<file path="src/hw/rtl/rxrw_pkg.sv">
`timescale 1ns / 1ps

package rxrw_pkg;

  localparam logic [15:0] STOP_LENGTH = 16'hFFF0;
  localparam logic [15:0] PTR_BIAS    = 16'd16;
  localparam logic [15:0] HDR_BYTES   = 16'd4;
  localparam logic [15:0] CRC_BYTES   = 16'd4;
  localparam logic [16:0] RING_MIN    = 17'd8192;
  localparam logic [1:0]  RING_SEL_RESET = 2'd3;

  localparam logic [15:0] ST_OK     = 16'h0001;
  localparam logic [15:0] ST_ALIGN  = 16'h0002;
  localparam logic [15:0] ST_CRC    = 16'h0004;
  localparam logic [15:0] ST_LONG   = 16'h0008;
  localparam logic [15:0] ST_RUNT   = 16'h0010;
  localparam logic [15:0] ST_SYMBOL = 16'h0020;

  localparam logic CMD_START  = 1'b0;
  localparam logic CMD_HEADER = 1'b1;

  typedef enum logic [1:0] {
    ACT_STOP    = 2'd0,
    ACT_ERROR   = 2'd1,
    ACT_DELIVER = 2'd2
  } action_t;

  typedef struct packed {
    action_t     action;
    logic        frame_error;
    logic        crc_error;
    logic        size_error;
    logic [15:0] data_offset;
    logic [15:0] first_len;
    logic [15:0] second_len;
    logic [15:0] deliver_len;
    logic [15:0] pointer_writeback;
  } result_t;

  typedef struct packed {
    logic        load;
    logic [15:0] value;
  } ptr_upd_t;

endpackage

</file>
<file path="src/hw/rtl/rxrw_hdr_calc.sv">
`timescale 1ns / 1ps

module rxrw_hdr_calc
  import rxrw_pkg::*;
(
  input  logic        cmd,
  input  logic [15:0] hw_read_pointer,
  input  logic [15:0] pkt_status,
  input  logic [15:0] pkt_length,
  input  logic [15:0] read_ptr,
  input  logic [1:0]  ring_size_sel,
  output result_t     result,
  output ptr_upd_t    ptr_upd
);

  logic [16:0] ring_bytes;
  logic [15:0] ring_mask;
  logic [15:0] off;
  logic [16:0] end_sum;
  logic [16:0] first_wide;
  logic [15:0] fin;
  logic [15:0] rounded;
  logic [16:0] fin_up;

  always_comb begin
    ring_bytes = RING_MIN << ring_size_sel;
    ring_mask  = 16'(ring_bytes - 17'd1);

    // Data starts past the 4-byte header, wrapping at the ring end.
    off        = ((read_ptr & ring_mask) + HDR_BYTES) & ring_mask;
    end_sum    = {1'b0, off} + {1'b0, pkt_length};
    first_wide = ring_bytes - {1'b0, off};
    fin        = end_sum[15:0] & ring_mask;
    fin_up     = {1'b0, fin} + 17'd3;
    rounded    = fin_up[15:0] & ~16'd3 & ring_mask;

    result        = '0;
    result.action = ACT_STOP;
    ptr_upd.load  = 1'b0;
    ptr_upd.value = rounded;

    if (cmd == CMD_START) begin
      ptr_upd.load  = 1'b1;
      ptr_upd.value = (hw_read_pointer + PTR_BIAS) & ring_mask;
    end else if (pkt_length == STOP_LENGTH) begin
      result.action = ACT_STOP;
    end else if ((pkt_status & ST_OK) == '0) begin
      result.action      = ACT_ERROR;
      result.frame_error = (pkt_status & (ST_ALIGN | ST_SYMBOL)) != '0;
      result.crc_error   = (pkt_status & ST_CRC) != '0;
      result.size_error  = (pkt_status & (ST_LONG | ST_RUNT)) != '0;
    end else begin
      ptr_upd.load       = 1'b1;
      result.action      = ACT_DELIVER;
      result.data_offset = off;
      if (end_sum > ring_bytes) begin
        result.first_len  = first_wide[15:0];
        result.second_len = pkt_length - first_wide[15:0];
      end else begin
        result.first_len  = pkt_length;
        result.second_len = '0;
      end
      result.deliver_len = (pkt_length >= CRC_BYTES) ? (pkt_length - CRC_BYTES) : '0;
      result.pointer_writeback = rounded - PTR_BIAS;
    end
  end

endmodule

</file>
<file path="src/hw/rtl/rx_ring_header_walker.sv">
`timescale 1ns / 1ps

// Channel  | Direction | Handshake             | Payload
// in_      | input     | in_valid / in_stall   | cmd, hw_read_pointer, pkt_status, pkt_length
// out_     | output    | out_valid / out_stall | action, error flags, offsets, lengths, writeback
// cfg_     | input     | cfg_we                | ring_size_sel (2 bits)
//
// One item per cycle unless stalled; a header's result goes via the input and result registers.
// An input register feeds the header decode and read-pointer update, which
// land in the result register; the pointer register closes the loop.
// Start items pass through the input register and give no result.
// Synchronous reset clears the valid bits, the read pointer and the ring size (64K).
// A stalled result holds the next header in the input register; start items still pass.

module rx_ring_header_walker
  import rxrw_pkg::*;
(
  input  logic        clk,
  input  logic        rst_n,

  input  logic        cfg_we,
  input  logic [1:0]  cfg_wdata,

  input  logic        in_valid,
  output logic        in_stall,
  input  logic        in_cmd,
  input  logic [15:0] in_hw_read_pointer,
  input  logic [15:0] in_pkt_status,
  input  logic [15:0] in_pkt_length,

  output logic        out_valid,
  input  logic        out_stall,
  output logic [1:0]  out_action,
  output logic        out_frame_error,
  output logic        out_crc_error,
  output logic        out_size_error,
  output logic [15:0] out_data_offset,
  output logic [15:0] out_first_len,
  output logic [15:0] out_second_len,
  output logic [15:0] out_deliver_len,
  output logic [15:0] out_pointer_writeback
);

  logic [1:0]  ring_size_sel_r;
  logic [15:0] read_ptr_r;

  logic        stg_valid_r;
  logic        stg_cmd_r;
  logic [15:0] stg_hwp_r;
  logic [15:0] stg_status_r;
  logic [15:0] stg_len_r;

  logic        out_valid_r;
  logic        out_valid_nxt;
  result_t     out_r;

  result_t     calc_res;
  ptr_upd_t    calc_ptr;
  logic        advance;
  logic        in_take;

  rxrw_hdr_calc u_calc (
    .cmd             (stg_cmd_r),
    .hw_read_pointer (stg_hwp_r),
    .pkt_status      (stg_status_r),
    .pkt_length      (stg_len_r),
    .read_ptr        (read_ptr_r),
    .ring_size_sel   (ring_size_sel_r),
    .result          (calc_res),
    .ptr_upd         (calc_ptr)
  );

  // A start item needs no result slot, so it never waits on the output.
  assign advance  = stg_valid_r &&
                    ((stg_cmd_r == CMD_START) || !out_valid_r || !out_stall);
  assign in_stall = stg_valid_r && !advance;
  assign in_take  = in_valid && !in_stall;

  always_comb begin
    if (advance && (stg_cmd_r == CMD_HEADER)) begin
      out_valid_nxt = 1'b1;
    end else if (out_valid_r && out_stall) begin
      out_valid_nxt = 1'b1;
    end else begin
      out_valid_nxt = 1'b0;
    end
  end

  always_ff @(posedge clk) begin
    if (!rst_n) begin
      ring_size_sel_r <= RING_SEL_RESET;
      read_ptr_r      <= '0;
      stg_valid_r     <= 1'b0;
      out_valid_r     <= 1'b0;
    end else begin
      if (cfg_we) begin
        ring_size_sel_r <= cfg_wdata;
      end
      if (advance && calc_ptr.load) begin
        read_ptr_r <= calc_ptr.value;
      end
      if (in_take) begin
        stg_valid_r <= 1'b1;
      end else if (advance) begin
        stg_valid_r <= 1'b0;
      end
      out_valid_r <= out_valid_nxt;
    end
  end

  always_ff @(posedge clk) begin
    if (in_take) begin
      stg_cmd_r    <= in_cmd;
      stg_hwp_r    <= in_hw_read_pointer;
      stg_status_r <= in_pkt_status;
      stg_len_r    <= in_pkt_length;
    end
    if (advance && (stg_cmd_r == CMD_HEADER)) begin
      out_r <= calc_res;
    end
  end

  assign out_valid             = out_valid_r;
  assign out_action            = out_r.action;
  assign out_frame_error       = out_r.frame_error;
  assign out_crc_error         = out_r.crc_error;
  assign out_size_error        = out_r.size_error;
  assign out_data_offset       = out_r.data_offset;
  assign out_first_len         = out_r.first_len;
  assign out_second_len        = out_r.second_len;
  assign out_deliver_len       = out_r.deliver_len;
  assign out_pointer_writeback = out_r.pointer_writeback;

  a_stall_needs_item: assert property (@(posedge clk) disable iff (!rst_n)
    !stg_valid_r |-> !in_stall)
    else $error("input stalled with an empty input register");

  a_flags_only_on_error: assert property (@(posedge clk) disable iff (!rst_n)
    out_valid && (out_r.action != ACT_ERROR) |->
      !out_frame_error && !out_crc_error && !out_size_error)
    else $error("error flags set on a non-error result");

  a_quiet_unless_deliver: assert property (@(posedge clk) disable iff (!rst_n)
    out_valid && (out_r.action != ACT_DELIVER) |->
      (out_data_offset == '0) && (out_first_len == '0) && (out_second_len == '0) &&
      (out_deliver_len == '0) && (out_pointer_writeback == '0))
    else $error("payload fields set on a stop or error result");

  a_split_covers_length: assert property (@(posedge clk) disable iff (!rst_n)
    out_valid && (out_r.action == ACT_DELIVER) && (out_deliver_len != '0) |->
      (16'(out_first_len + out_second_len) == 16'(out_deliver_len + CRC_BYTES)))
    else $error("split lengths do not add up to the packet length");

endmodule
</file>
<file path="config.mk">
export PLATFORM = sky130hd
export DESIGN_NAME = rx_ring_header_walker
export DESIGN_NICKNAME = d
export VERILOG_FILES = /design/src/hw/rtl/rxrw_pkg.sv /design/src/hw/rtl/rxrw_hdr_calc.sv /design/src/hw/rtl/rx_ring_header_walker.sv
export SDC_FILE = /design/constraint.sdc
export NUM_CORES = 1
export LEC_CHECK = 0
export BUFFER_PORTS_ARGS = -buffer_cell sky130_fd_sc_hd__buf_2
export CAP_MARGIN = 20
export CORE_MARGIN = 2
export CORE_UTILIZATION = 55
export DETAILED_ROUTE_END_ITERATION = 16
export GPL_TIMING_DRIVEN = 0
export PLACE_DENSITY = 0.78
export SETUP_SLACK_MARGIN = 0.5
export SLEW_MARGIN = 20
export SYNTH_ARGS = -nofsm -noshare
export SYNTH_HDL_FRONTEND = slang
export SYNTH_HIERARCHICAL = 1
export SYNTH_SLANG_ARGS = --single-unit
</file>
<file path="constraint.sdc">
create_clock -name clk -period 7.3 [get_ports clk]
set_input_delay 2.19 -clock clk [delete_from_list [all_inputs] [get_ports clk]]
set_output_delay 2.19 -clock clk [all_outputs]
set_load 0.03 [all_outputs]
</file>
# Word level (Yosys, flattened, before mapping)
# Index checks and enable logic that the tools add are counted.
[classes] n_reduce_logical=21 n_eq_ne=1 order_cmp=2 shifts=1 n_addsub=9 n_mux=10 mul=0 bitwise_logic=9 div=0
[op_table] op="16-bit AND" count=5
[op_table] op="32-bit two-way mux" count=1
[op_table] op="16-bit nonzero test" count=2
[op_table] op="16-bit subtractor" count=2
[op_table] op="16-bit by 16-bit adder with 17-bit output" count=1
[op_table] op="17-bit > comparator" count=1
[op_table] op="14-bit by 2-bit << shifter with 17-bit output, first input constant" count=1
[op_table] op="16-bit by 2-bit adder with 16-bit output, second input constant" count=1
[op_table] op="16-bit by 3-bit adder with 16-bit output, second input constant" count=1
[op_table] op="16-bit by 5-bit adder with 16-bit output, second input constant" count=1
[op_table] op="16-bit == test, second input constant" count=1
[op_table] op="16-bit by 3-bit >= comparator with 1-bit output, second input constant" count=1
[op_table] op="16-bit zero test" count=1
[op_table] op="16-bit two-way mux" count=1
[op_table] op="16-bit by 1-bit subtractor with 16-bit output, second input constant" count=1
[op_table] op="16-bit by 3-bit subtractor with 16-bit output, second input constant" count=1
[op_table] op="16-bit by 5-bit subtractor with 16-bit output, second input constant" count=1
[op_table] op="4-bit OR reduction" count=2
[op_table] op="1-bit two-way mux" count=7
[op_table] op="1-bit logical AND" count=6
[op_table] op="3-bit OR reduction" count=2
[op_table] op="1-bit zero test" count=4
[op_table] op="1-bit NOT" count=4
[op_table] op="1-bit logical OR" count=2
[op_table] op="3 further kinds" count=3
[word_totals] output_inout_bits=87 latch_bits=0 register_bits=144 memories=0 elab_cells=70 romBits=0 mem_bits_rw=0

# Depth between registers and ports, before layout
# Gate-level depths: netlist of run 1.
[depth] depth_word=10 ltp_mapped=23

# By module
# Netlist of run 1, hierarchy kept.
[by_module_without_submodules] mod="rx_ring_header_walker" n_inst=1 area_per_inst_um2=4834.6 cells_per_inst=220
[by_module_without_submodules] mod="rxrw_hdr_calc" n_inst=1 area_per_inst_um2=4125.2 cells_per_inst=619

# Worst setup path after synthesis of run 1
# Ideal clock, no wire load.
[synth_path] path_type="input to register" start="in out_stall" end="reg out_r, in the netlist out_action[0], enable pin" cell_stages=1 required_time_ps=6743 setup_slack_ps=421 setup_time_ps=557 t_arrival_ps=6322 path_cell_list="a21oi_1"
[synth_via] elab_chain_cells=4
[synth_lines] element="from (decl)" line="rx_ring_header_walker.sv:32" source="input logic out_stall,"
[synth_lines] element="1-bit zero test" line="rx_ring_header_walker.sv:75" source="((stg_cmd_r == CMD_START) || !out_valid_r || !out_stall);"
[synth_lines] element="1-bit logical OR" line="rx_ring_header_walker.sv:75"
[synth_lines] element="1-bit logical AND" line="rx_ring_header_walker.sv:74" source="assign advance = stg_valid_r &&"
[synth_lines] element="1-bit logical AND" line="rx_ring_header_walker.sv:118" source="if (advance && (stg_cmd_r == CMD_HEADER)) begin"
[synth_lines] element="to (signal assigned)" line="rx_ring_header_walker.sv:119" source="out_r <= calc_res;"
[synth_lines] element="to (decl)" line="rx_ring_header_walker.sv:55" source="result_t out_r;"
# Every way passes these cells.
# A chain may end at the register's enable or synchronous reset.

# Worst setup path after layout of run 1
[layout_path] start="reg read_ptr_r[2]" end="reg out_r, in the netlist out_second_len[13], data pin"
[layout_via] elab_chain_cells=7 elab_cells_between_ends=9 classes_between="add/sub: 4; order compare: 1; bitwise: 3; reduce/logical: 1"
[layout_lines] element="from (decl)" line="rx_ring_header_walker.sv:45" source="logic [15:0] read_ptr_r;"
[layout_lines] element="from (signal assigned)" line="rx_ring_header_walker.sv:100" source="read_ptr_r <= calc_ptr.value;"
[layout_lines] element="16-bit AND (*)" line="rxrw_hdr_calc.sv:30" source="off = ((read_ptr & ring_mask) + HDR_BYTES) & ring_mask;"
[layout_lines] element="16-bit by 3-bit adder with 16-bit output (*)" line="rxrw_hdr_calc.sv:30"
[layout_lines] element="16-bit AND (*)" line="rxrw_hdr_calc.sv:30"
[layout_lines] element="16-bit by 16-bit adder with 17-bit output" line="rxrw_hdr_calc.sv:31" source="end_sum = {1'b0, off} + {1'b0, pkt_length};"
[layout_lines] element="17-bit > comparator" line="rxrw_hdr_calc.sv:56" source="if (end_sum > ring_bytes) begin"
[layout_lines] element="1-bit NOT (no line)"
[layout_lines] element="4-bit OR reduction (no line)"
# Every way passes the cells marked *; elsewhere a longest branch is shown, timed or not.

==> results of run 1 <==
[worst max-delay path, stage by stage, from the launching register on]
cell	delay (ps)
dfxtp_1	500
ha_1	360
nand2_1	150
nor3_1	200
xnor2_1	290
inv_1	120
ha_1	290
clkbuf_1	280
o2111ai_1	190
nor3_1	370
o21a_1	260
o22ai_1	120
o311ai_1	610
ha_1	370
o21ai_0	80
nand2b_1	80
a21oi_1	240
a41o_2	210
or2_1	110
buf_2	210
buf_6	180
nor2_1	60
[area by class of cell]
type,instances,area (um2),share of cell area
multi-input combinational,618,4240,0.412
timing repair buffer,135,766,0.0743
clock buffer,24,514,0.0499
inverter,43,161,0.0157
clock inverter,8,73.8,0.00717
sequential,144,4120,0.400
tap,211,264,0.0256
buffer,25,155,0.0151
[where the power goes]
group,internal (W),total (W),switching [W]
logic,0.000190,0.000485,0.000295
registers,0.000933,0.000962,0.0000292
clock network,0.000526,0.000854,0.000327
total,0.00165,0.00230,0.000652
[metrics by stage]
step           total power, W  setup WS (ps)  hold WS (ps)
5_1_grt               0.00240           1330           521
6_report              0.00230           1770           484
3_3_place_gp          0.00144           1330           473
2_1_floorplan         0.00133           2350           447
3_5_place_dp          0.00145           1900           477
4_1_cts               0.00230           1840           485
[worst paths after layout]
path	start	end	slack (ps)	cells past startpoint
setup / recovery	read_ptr_r[2]	out_second_len[13]	1770	21
hold / removal	read_ptr_r[4]	read_ptr_r[4]	480	2
setup reg to reg	read_ptr_r[2]	out_second_len[13]	1770	21
hold reg to reg	read_ptr_r[4]	read_ptr_r[4]	480	2
[registers in the layout, indices dropped and copies added (netlist names), 6 cells and up]
register,count
out_deliver_len,16
out_first_len,16
read_ptr_r,16
stg_status_r,6
stg_len_r,16
out_data_offset,16
out_second_len,16
stg_hwp_r,16
out_pointer_writeback,16
[per-layer routing]
| layer | track usage | wire length [um] | part of all wire |
|---|---|---|---|
| met3 | 0.0454 | 1360 | 0.066 |
| met4 | 0.0816 | 346 | 0.017 |
| met2 | 0.410 | 9790 | 0.47 |
| met5 | 0 | 0 | 0 |
| met1 | 0.351 | 9230 | 0.45 |
==> impl_results.md, run 1 <==
- CTS clk-pin slew, worst paths: ~60 ps
- Post-CTS sizing: 0
- Port bufs: 131
- Most common cell after layout, fill and taps aside: buf_2
- 1st-iter DRT viols: 557
- Slew HR: 0.427
- Tmin final: 5530 ps
- Die width: between 100 and 150 um
- Detailed Routing Iterations Pass 1: 6
- Worst min-delay path class: register to register
- Slew @ Worst Pin: between 800 and 900 ps
- Skew final: roughly 9.4 ps
- CTS H-tree lvls: 4
- Most frequent cells in the layout: buf_2, edfxtp_1, nor2_1, nand2_1, xnor2_1
- Area after DPL: approximately 10000 um2
- Mapped Area: 8660 um2
- Overall Global Routing Usage: 0.254
- Die Y: ~130 um
- DIE AREA: ~17000 um2
- Initial antenna violation count: 0
- Core Footprint: between 15000 and 20000 um2
- Clock Tree Root: clkbuf_16
- Final WL: approximately 21 mm
- Leak Pwr: 4.20 nW
- Utilization after layout: 0.673
- DRC Markers: 0
- Max-cap violations: 0
- Via count: slightly below 7000
- Largest net degree at the start of global routing: 26
- Worst Path Arrival: approximately 5700 ps
- Vias in the first global route: about 6400
- CP Max Fanout: 10
- Fillers: approximately 1200
- Remaining antenna violation count after routing: 0
- Worst skew pair latency: roughly 430 ps
- Startpoint Class: register
- Layout cells sized above 1: 0.210
- Final setup TNS: 0 ps
- TritonCTS Buffers: 17
- Post-Synthesis Cells: ~830
- F_max: 0.181 GHz
- Yosys warnings: 6
- Maximum VDD drop: 0.160 mV
- RSZ-0062 raised after global routing: false
- Final Hold Fails: 0
- Outcome: finished clean
- WS Path Type: register to register
- Nets: around 1100
- Post-CTS Setup Bufs: 0
- Via density: 5.69
- Worst EP required: about 7500 ps
- Row Count: 45
- Non-filler cells in the finished layout: 1208
- Crit end category: register
- CTS tree: done
- # hold bufs at CTS: 0
- Placed Cells: 1176
- First-pass GRT wire length: between 30 and 40 mm
- Grt ovf: 0
- CTS max path bufs: 2
- Gpl congestion: 0.920
- Clock sinks: 144
- Finish-stage setup viols: 0
- Initial core utilization: 0.565
- Drt wl/cell: approximately 17 um
- Area Overhead vs Synth: 18.9%
- Final period utilization: 0.757
- Fin. max-slew vios: 0
- Hpwl dp: 15.5 mm
- Ports: about 140
- Post-Syn Area per Cell: approximately 10 um2
- Design Area, Final: roughly 10000 um2
- # diodes: 0
- P per Cell Area: between 200 and 250 nW/um2
(Power assumes the default switching activity.)
==> run 2, diff against run 1 <==
- clock period: 7.3 -> 5.54 ns (I/O delays scaled with it)
==> run 2 against run 1 <==
Against the previous run: via count rose by 0.67%; hold slack improved by 2.7 ps; final cell count about the same; sequential power increased by 32%; non-clock buffer count rose by 1.
==> impl_results.md, run 2 (synthesized netlist as in run 1, its figures left out) <==
- DIE AREA: 16800 um2 (unchanged)
- Worst skew pair latency: 430 ps (about the same)
- P per Cell Area: 292 nW/um2 (+31%)
- Placed Cells: 1176 (unchanged)
- Via count: 6923 (+0.67%)
- Nets: 1089 (+0.092%)
- Tmin final: 4780 ps (-744 ps)
- Hpwl dp: 15.5 mm (unchanged)
- Die width: 129 um (unchanged)
- Area Overhead vs Synth: 20.5%
- Via density: 5.73 (+0.59%)
- Slew @ Worst Pin: 841 ps (+4.07 ps)
- Remaining antenna violation count after routing: 0 (unchanged)
- CP Max Fanout: 10 (unchanged)
- Largest stage delay on the critical path: 390 ps (-220 ps)
- Grt ovf: 0 (unchanged)
- Final setup TNS: 0 ps (unchanged)
- Detailed Routing Iterations Pass 1: 5 (-1)
- Row Count: 45 (unchanged)
- R2R setup slack: 760 ps (-1020 ps)
- Final WL: 21.0 mm (+1.3%)
- Clock sinks: 144 (unchanged)
- Ports: 143 (unchanged)
- Maximum VDD drop: 0.211 mV (+32%)
- F_max: 0.209 GHz (+16%)
- Startpoint Class: register
- Worst Path Arrival: 4960 ps (-750 ps)
- 1st-iter DRT viols: 569 (+2.2%)
- Most common cell after layout, fill and taps aside: buf_2
- Layout cells sized above 1: 0.233 (+0.0238)
- # diodes: 0 (unchanged)
- Non-filler cells in the finished layout: 1209 (+0.083%)
- Largest net degree at the start of global routing: 26 (unchanged)
- Worst-path cell chain: buf_6 -> and3_4 -> xnor2_1 -> inv_1 -> ha_1 -> or3_1 -> a211oi_2 -> nor3_2 -> o21a_1 -> o22ai_2 -> xnor2_1 -> ha_1 -> o21a_1 -> o21ai_0 -> nand2b_1 -> a21oi_1 -> a41o_2 -> or2_1 -> buf_2 -> buf_6 -> nor2_1
- Vias in the first global route: 6408 (+0.52%)
- RSZ-0062 raised after global routing: false
- Most frequent cells in the layout: buf_2, edfxtp_1, nor2_1, nand2_1, xnor2_1
- CTS max path bufs: 2 (unchanged)
- Clock Tree Root: clkbuf_16
- Gpl congestion: 0.920 (unchanged)
- Core Footprint: 15300 um2 (unchanged)
- DRC Markers: 0 (unchanged)
- CTS H-tree lvls: 4 (unchanged)
- Final period utilization: 0.863 (+0.106)
- Crit end category: register
- Drt wl/cell: 17.4 um (+1.3%)
- Initial antenna violation count: 0 (unchanged)
- TritonCTS Buffers: 17 (unchanged)
- Area after DPL: 9710 um2 (unchanged)
- First-pass GRT wire length: 32.6 mm (+0.17%)
- Hold path depth: 2 (unchanged)
- CP max stage cell: or3_1
- Design Area, Final: 10400 um2 (+1.3%)
- WS Path Type: register to register
- Port bufs: 131 (unchanged)
- Worst EP required: 5720 ps (-1760 ps)
- Overall Global Routing Usage: 0.255 (+0.000577)
- Max-cap violations: 0 (unchanged)
- Outcome: finished clean
- CTS clk-pin slew, worst paths: 60 ps (about the same)
- Fin. max-slew vios: 0 (unchanged)
- Skew final: 9.01 ps (-0.392 ps)
- Slew HR: 0.425 (-0.00278)
- R2R depth: 21 (unchanged)
- Worst min-delay path class: register to register
- Die Y: 129 um (unchanged)
- Total power: 0.00305 W (+33%)
- Final Hold Fails: 0 (unchanged)
- Initial core utilization: 0.565 (unchanged)
- CTS tree: done
- Leak Pwr: 4.23 nW (+0.86%)
- Finish-stage setup viols: 0 (unchanged)
==> run 2: changes by cell type in the layout (fill, tap and decap cells not counted), moves of 2 or more <==
| cell | before | now |
|---|---|---|
| dfxtp_2 | 0 | 4 |
| clkbuf_2 | 0 | 2 |
| nor3_2 | 0 | 3 |
| nor3_1 | 29 | 26 |
| clkbuf_1 | 14 | 12 |
| xnor2_1 | 57 | 53 |
| xnor2_2 | 0 | 4 |
| dfxtp_1 | 20 | 15 |
==> run 2: routing by layer <==
layer	wire length, um	GRT usage	up-vias
li1	-	-	3314
met5	0	0	-
met1	9180	0.350	3301
met4	348	0.0860	0
met3	1390	0.0462	29
met2	10100	0.411	279
==> run 2: what timing repair did <==
item,CTS,global route
gates resized for setup,6,24
setup buffers,0,1
endpoints found under the setup margin,32,34
cloned,0,0
pin swaps,0,1
hold buffers,0,0
==> run 2: critical path, delay by kind of cell, from the launching register on <==
kind | cells | cell delay [ps]
XOR/XNOR | 2 | 520
buffers and inverters | 4 | 630
flip-flops | 1 | 330
AND/OR/NAND/NOR | 6 | 950
adder cells (fa/ha/maj) | 2 | 570
AO/OA/AOI/OAI | 7 | 1510
==> run 2: cell type report <==
cell class                      count  area [um2]
Buffer                             25         158
Clock buffer                       24         514
Clock inverter                      8        73.8
Fill cell                        1191        4880
Inverter                           43         161
Multi-Input combinational cell    618        4360
Sequential cell                   144        4130
Tap cell                          211         264
Timing Repair Buffer              136         773
==> run 2: where the power goes <==
group	internal [W]	switching (W)	total (W)
registers	0.00123	0.0000401	0.00127
clock network	0.000693	0.000432	0.00113
logic	0.000258	0.000397	0.000655
total	0.00218	0.000869	0.00305
==> run 2: metrics by stage <==
stage / hold WS (ps) / util / setup WS [ps]
finish: 487 / 0.681 / 757
global route: 521 / 0.681 / 481
CTS: 485 / 0.675 / 508
detailed placement: 477 / 0.634 / 138
global placement: 473 / 0.626 / 97.7
floorplan: 447 / - / 1070
==> run 2: path summary, 6_finish.rpt <==
kind	startpoint	end
setup / recovery	read_ptr_r[4]	out_second_len[13]
setup reg to reg	read_ptr_r[4]	out_second_len[13]
hold reg to reg	read_ptr_r[4]	read_ptr_r[4]
hold / removal	read_ptr_r[4]	read_ptr_r[4]
